--- src/sv/pbm_pkg.sv ---
`timescale 1ns / 1ps
`default_nettype none
// ----------------------------------------------------------------------------
// pbm_pkg
// shared widths, constants and controller/datapath interface types
// ----------------------------------------------------------------------------
package pbm_pkg;

    localparam int N_W       = 10;
    localparam int VAL_W     = 30;
    localparam int N_MAX     = 1023;
    localparam int ROW_DEPTH = 512;
    localparam int ROW_AW    = $clog2(ROW_DEPTH);

    localparam logic [VAL_W-1:0] MOD_RESET = VAL_W'(1000000007);

    // one-hot commands from the controller
    typedef struct packed {
        logic load;
        logic clear;
        logic pre1;
        logic pre2;
        logic step;
        logic fetch;
        logic capture;
        logic capture_zero;
    } pbm_cmd_t;

    typedef struct packed {
        logic trivial;
        logic k_zero;
        logic clr_last;
        logic step_last;
        logic rows_last;
    } pbm_status_t;

endpackage : pbm_pkg
`default_nettype wire

--- src/sv/pbm_ctrl.sv ---
`timescale 1ns / 1ps
`default_nettype none
// ----------------------------------------------------------------------------
// pbm_ctrl
// sequencer: query check, row clear, per-row preload and update, final fetch
// ----------------------------------------------------------------------------
module pbm_ctrl
    import pbm_pkg::*;
(
    input  wire logic        clk,
    input  wire logic        rst_n,
    input  wire logic        start,
    input  pbm_status_t      status,
    output pbm_cmd_t         cmd,
    output logic             busy
);

    localparam logic [2:0] ST_IDLE  = 3'd0;
    localparam logic [2:0] ST_CHECK = 3'd1;
    localparam logic [2:0] ST_CLEAR = 3'd2;
    localparam logic [2:0] ST_PRE1  = 3'd3;
    localparam logic [2:0] ST_PRE2  = 3'd4;
    localparam logic [2:0] ST_STEP  = 3'd5;
    localparam logic [2:0] ST_FETCH = 3'd6;
    localparam logic [2:0] ST_LATCH = 3'd7;

    logic [2:0] state_reg;
    logic [2:0] state_next;

    always_ff @(posedge clk or negedge rst_n)
    begin
        if (!rst_n)
        begin
            state_reg <= ST_IDLE;
        end
        else
        begin
            state_reg <= state_next;
        end
    end

    always_comb
    begin
        state_next = state_reg;
        cmd        = '0;
        unique case (state_reg)
            ST_IDLE:
            begin
                if (start)
                begin
                    cmd.load   = 1'b1;
                    state_next = ST_CHECK;
                end
            end
            ST_CHECK:
            begin
                if (status.trivial)
                begin
                    cmd.capture_zero = 1'b1;
                    state_next       = ST_IDLE;
                end
                else
                begin
                    state_next = ST_CLEAR;
                end
            end
            ST_CLEAR:
            begin
                cmd.clear = 1'b1;
                if (status.clr_last)
                begin
                    state_next = status.k_zero ? ST_FETCH : ST_PRE1;
                end
            end
            ST_PRE1:
            begin
                cmd.pre1   = 1'b1;
                state_next = ST_PRE2;
            end
            ST_PRE2:
            begin
                cmd.pre2   = 1'b1;
                state_next = ST_STEP;
            end
            ST_STEP:
            begin
                cmd.step = 1'b1;
                if (status.step_last)
                begin
                    state_next = status.rows_last ? ST_FETCH : ST_PRE1;
                end
            end
            ST_FETCH:
            begin
                cmd.fetch  = 1'b1;
                state_next = ST_LATCH;
            end
            ST_LATCH:
            begin
                cmd.capture = 1'b1;
                state_next  = ST_IDLE;
            end
            default:
            begin
                state_next = ST_IDLE;
            end
        endcase
    end

    assign busy = (state_reg != ST_IDLE);

endmodule : pbm_ctrl
`default_nettype wire

--- config.mk ---
export PLATFORM = sky130hd
export DESIGN_NAME = pbm_ctrl
export DESIGN_NICKNAME = d
export VERILOG_FILES = /design/src/sv/pbm_pkg.sv /design/src/sv/pbm_ctrl.sv
export SDC_FILE = /design/constraint.sdc
export NUM_CORES = 1
export LEC_CHECK = 0
export ABC_AREA = 1
export BUFFER_PORTS_ARGS = -buffer_cell sky130_fd_sc_hd__buf_2
export CAP_MARGIN = 10
export CORE_AREA = 5 5 42 44
export DETAILED_ROUTE_END_ITERATION = 10
export DIE_AREA = 0 0 47 49
export PLACE_DENSITY = 0.47
export SYNTH_ARGS = -nofsm -noshare
export SYNTH_HDL_FRONTEND = slang
export SYNTH_SLANG_ARGS = --single-unit
--- constraint.sdc ---
create_clock -name clk -period 3.1 [get_ports clk]
set_input_delay 0 -clock clk [delete_from_list [all_inputs] [get_ports clk]]
set_output_delay 0 -clock clk [all_outputs]
set_load 0.01 [all_outputs]
# Word level (Yosys, flattened, before mapping)

Index checks and enable logic that the tools add are counted.

Reductions and logical operators: 3
Multiplexer cells: 17
Equal/unequal tests: 10

Operators with widths:

| kind                 | count |
|---|---|
| $pmux W3 S8          | 1 |
| $mux W3              | 5 |
| $eq A3 B3 Y1 const B | 4 |
| $mux W1              | 10 |
| $eq A3 B2 Y1 const B | 2 |
| $ne A2 B2 Y1 const B | 3 |
| $eq A3 B1 Y1 const B | 1 |
| $logic_not A3 Y1     | 1 |
| $reduce_and A3 Y1    | 1 |
| $reduce_bool A3 Y1   | 1 |
| $mux W2              | 1 |

Output and inout bits: 9
Logic and storage cells: 31
Input port bits: 8
Register bits: 3

# Logic depth before layout (Yosys ltp)

Word-level depth: 3
Depth in mapped cells: 7
Gate-level depth less buffers: 7

# Worst setup path before layout

OpenSTA, ideal clock, no wires.

Path kind: register to register
Start: register state_reg[0]
End: register state_reg[2]
Data arrival time: 0.943 ns
Required time: 3.032 ns
Slack: 2.090 ns
Stages on the path, launching flop included: 7
Clock period less this slack: 1.010 ns
Library setup time: 0.068 ns
Buffers on the path: 0
Cell sequence: dfrtp_1 > nand2_1 > nor2_1 > nor2_1 > nand3_1 > nand2_1 > nand2_1

Word-level cells in the longest chain between the ends: 3
Elaborated cells on any way between the ends: 13
Those cells by class: 10 x eq/ne; 1 x mux; 2 x reduce/logical

Ends and longest elaborated chain:

| what                                 | line           | source |
|---|---|---|
| start, declared                      | pbm_ctrl.sv:27 | `logic [2:0] state_reg;` |
| start signal, assigned               | pbm_ctrl.sv:38 | `state_reg <= state_next;` |
| $eq A3 B2 Y1 (tied with other cells) | pbm_ctrl.sv:46 | `unique case (state_reg)` |
| $ne A2 B2 Y1 (no line)               | --             |  |
| $reduce_and A3 Y1 (no line)          | --             |  |

Several ways; a longest one is shown, not always the timed one.
A chain may end at the register's enable or synchronous reset.

==> out/results.ini <==
[synth]
synth-compound-area-share_pct=1.84
synth-edff-count=0
synth_commonest_cells=nand2_1, nor2_1, inv_1, inv_2, nand3_1
ys_seq_elements=3
synthAdderAreaFrac_pct=0
synth_cells=48
synth_top_family_by_area=simple AND/OR/NAND/NOR gates
synth_mux_area_share_pct=0
async_reset_ff_share_pct=100
synthXorXnorAreaFrac_pct=0
yosys-top-cells-area=dfrtp_1, nand2_1, nor2_1
synth_ff_type=dfrtp_1
yosysTopAreaCellShare_pct=27.6
yosysTopAreaCell=dfrtp_1
ys_warn_count=0
synth_cell_types=12
syn_area_per_cell_um2=5.66
yosysSeqAreaShare_pct=27.6
synth-simple-area-share_pct=56.7
syn_nets=56
mappedNetlistArea_um2=272

[timing]
max_freq_ghz=0.794
slew_viol_final=0
min_period_ns=1.26
setup_viol=0
rsz0062_at_grt=false
worst_pin_slew_ns=0.264
clock-skew-final_ns=0.00437
final_hold_viol_count=0
slew-limit-headroom_pct=82.4
tns_ns=0
period_share_pct=40.6

[drt]
vias_per_cell=4.16
vias=354
met1Wirelength_um=345
wire_per_inst_um=9.15
dr_wl_met2_um=331
totalWireLength_um=778
drt_iter0_drc=9
drtPass1Iterations=4
top_layer_used=met3
ant_nets=0
remaining_drc_errors=0
dr_wl_met3_um=101

[power]
pwr-share-comb_pct=57.0
p_leak_nw=0.253
powerDensity_mw_per_mm2=928
p_sw_mw=0.190
p_seq_share_pct=25.5
switching_share_pct=50.2
p_int_mw=0.189
irDropWorstVdd_uv=444
clock_power_share_pct=17.5

[setup_path]
critPathSlowestCell=dfrtp_1
end_kind=primary output
worstPathCellList=inv_2 -> nor2_2 -> inv_1 -> nor2_1 -> buf_2
path_depth=5
worstPathArrival_ns=1.26
setup.worst_path.start=state_reg[1]
cp_top_family=flip-flops
worstSetupEndpoint=cmd[6]
reg2reg_setup_slack_ns=1.92
rr_worst_depth=7
path_buf_inv=3
startpoint_type=register
cp_max_fo=7
r2r_end=state_reg[2]
max_stage_delay_ns=0.48
crit_type=register to primary output
reg2reg_from=state_reg[1]
worstPathRequired_ns=3.10

[clock_tree]
cts_setup_buffers=0
cts_resized=0
htreeDepth=1
clock_tree.buffer_depth=2
cts_sinks=3
clock_latency_ns=0.23
tritoncts=built
cts_root_buffer=clkbuf_4
hold_buffers=1
numCtsBuffers=3
clk_pin_slew_worst_paths_ns=0.03

[placement]
numPortBuffers=16
place_congestion=0.736
placed_cell_area_um2=372
dp_hpwl_um=663

[floorplan]
rows=14
die_h_um=49
initial_utilization_pct=19.4
io_pins=17
design.die.area_mm2=0.00230
die_x_um=47
core_area_mm2=0.00140

[flow_run]
drv_cap=0

[global_routing]
grt_use_total_pct=7.96
grt_pass1_wl_mm=1.35
grt_overflow=0
grt_pass1_vias=317
antenna_found_initial=0
grt_max_degree=8

[finish]
fill_cells=179
drive_gt1_share_pct=40.6
num_antenna_cells=0
design_area_um2=408
area_growth_pct=50.2
nets=78
largest_reg_flops=3

[min_path]
hold_class=primary input to register

[status]
outcome=completed

cell type report:
cell class              count  area [um^2]  share of cell area (%)
clock buffers               4         26.3                    6.44
inverters                  10         37.5                    9.20
multi-input cells          35          159                    39.0
flip-flops and latches      3         75.1                    18.4
well taps                  16         20.0                    4.91
repair buffers             17         90.1                    22.1
through the flow:
step / hold WS, ns / worst slack, ns / cells / utilization [%] / power [mW]
floorplan: -0.296 / 2.09 / 48 / - / 0.242
global placement: -0.201 / 1.91 / 80 / 26.5 / 0.321
detailed placement: -0.202 / 1.94 / 80 / 26.5 / 0.317
CTS: 0.0695 / 1.83 / 85 / 29.1 / 0.388
global route: 0.101 / 1.72 / 85 / 29.1 / 0.427
finish: 0.0733 / 1.84 / 85 / 29.1 / 0.378
kinds of logic (layout without fill, tap and decap cells):
family,count (synthesis),in the layout
buffers and inverters,10,31
AOI/OAI and AO/OA,1,1
DFF,3,3
and+or+nand+nor,34,34
worst min path at each step:
| stage | cells past startpoint | start | end |
|---|---|---|---|
| final | 4 | status[2] | state_reg[1] |
| after global routing | 4 | status[2] | state_reg[1] |
| after CTS | 4 | status[2] | state_reg[1] |
| after detailed placement | 1 | rst_n | state_reg[2] |
| after global placement | 1 | rst_n | state_reg[2] |
| after floorplan | 0 | rst_n | state_reg[0] |
power groups by stage:
stage | Clock [mW] | Combinational (mW) | Sequential (mW)
2_1_floorplan | 0 | 0.155 | 0.0875
3_3_place_gp | 0 | 0.224 | 0.0970
3_5_place_dp | 0 | 0.220 | 0.0968
4_1_cts | 0.0693 | 0.222 | 0.0965
5_1_grt | 0.0755 | 0.252 | 0.0998
6_report | 0.0663 | 0.216 | 0.0966
layer usage:
layer | track usage [%] | vias up
met3 | 5.90 | 0
met4 | 0 | 0
li1 | - | 190
met1 | 10.8 | 150
met5 | 0 | -
met2 | 10.9 | 14
placed cells by master, fill, tap and decap left out, drive strengths merged:
cell,synthesis,routed
clkbuf,0,4
inv,10,10
nor3,1,1
nand4,2,2
buf,0,16
dlygate4sd3,0,1
dfrtp,3,3
nor2,13,13
a21oi,1,1
nand3,6,6
nand2,12,12
worst register-to-register path, stage by stage, from the launching register on:
cell     delay [ns]
dfrtp_1        0.48
inv_2          0.09
nor2_2         0.17
nand3_2        0.12
nand2_2        0.09
inv_2          0.03
nand2_1        0.05
nand2_1        0.04
Power figures use the tool's default switching activity.
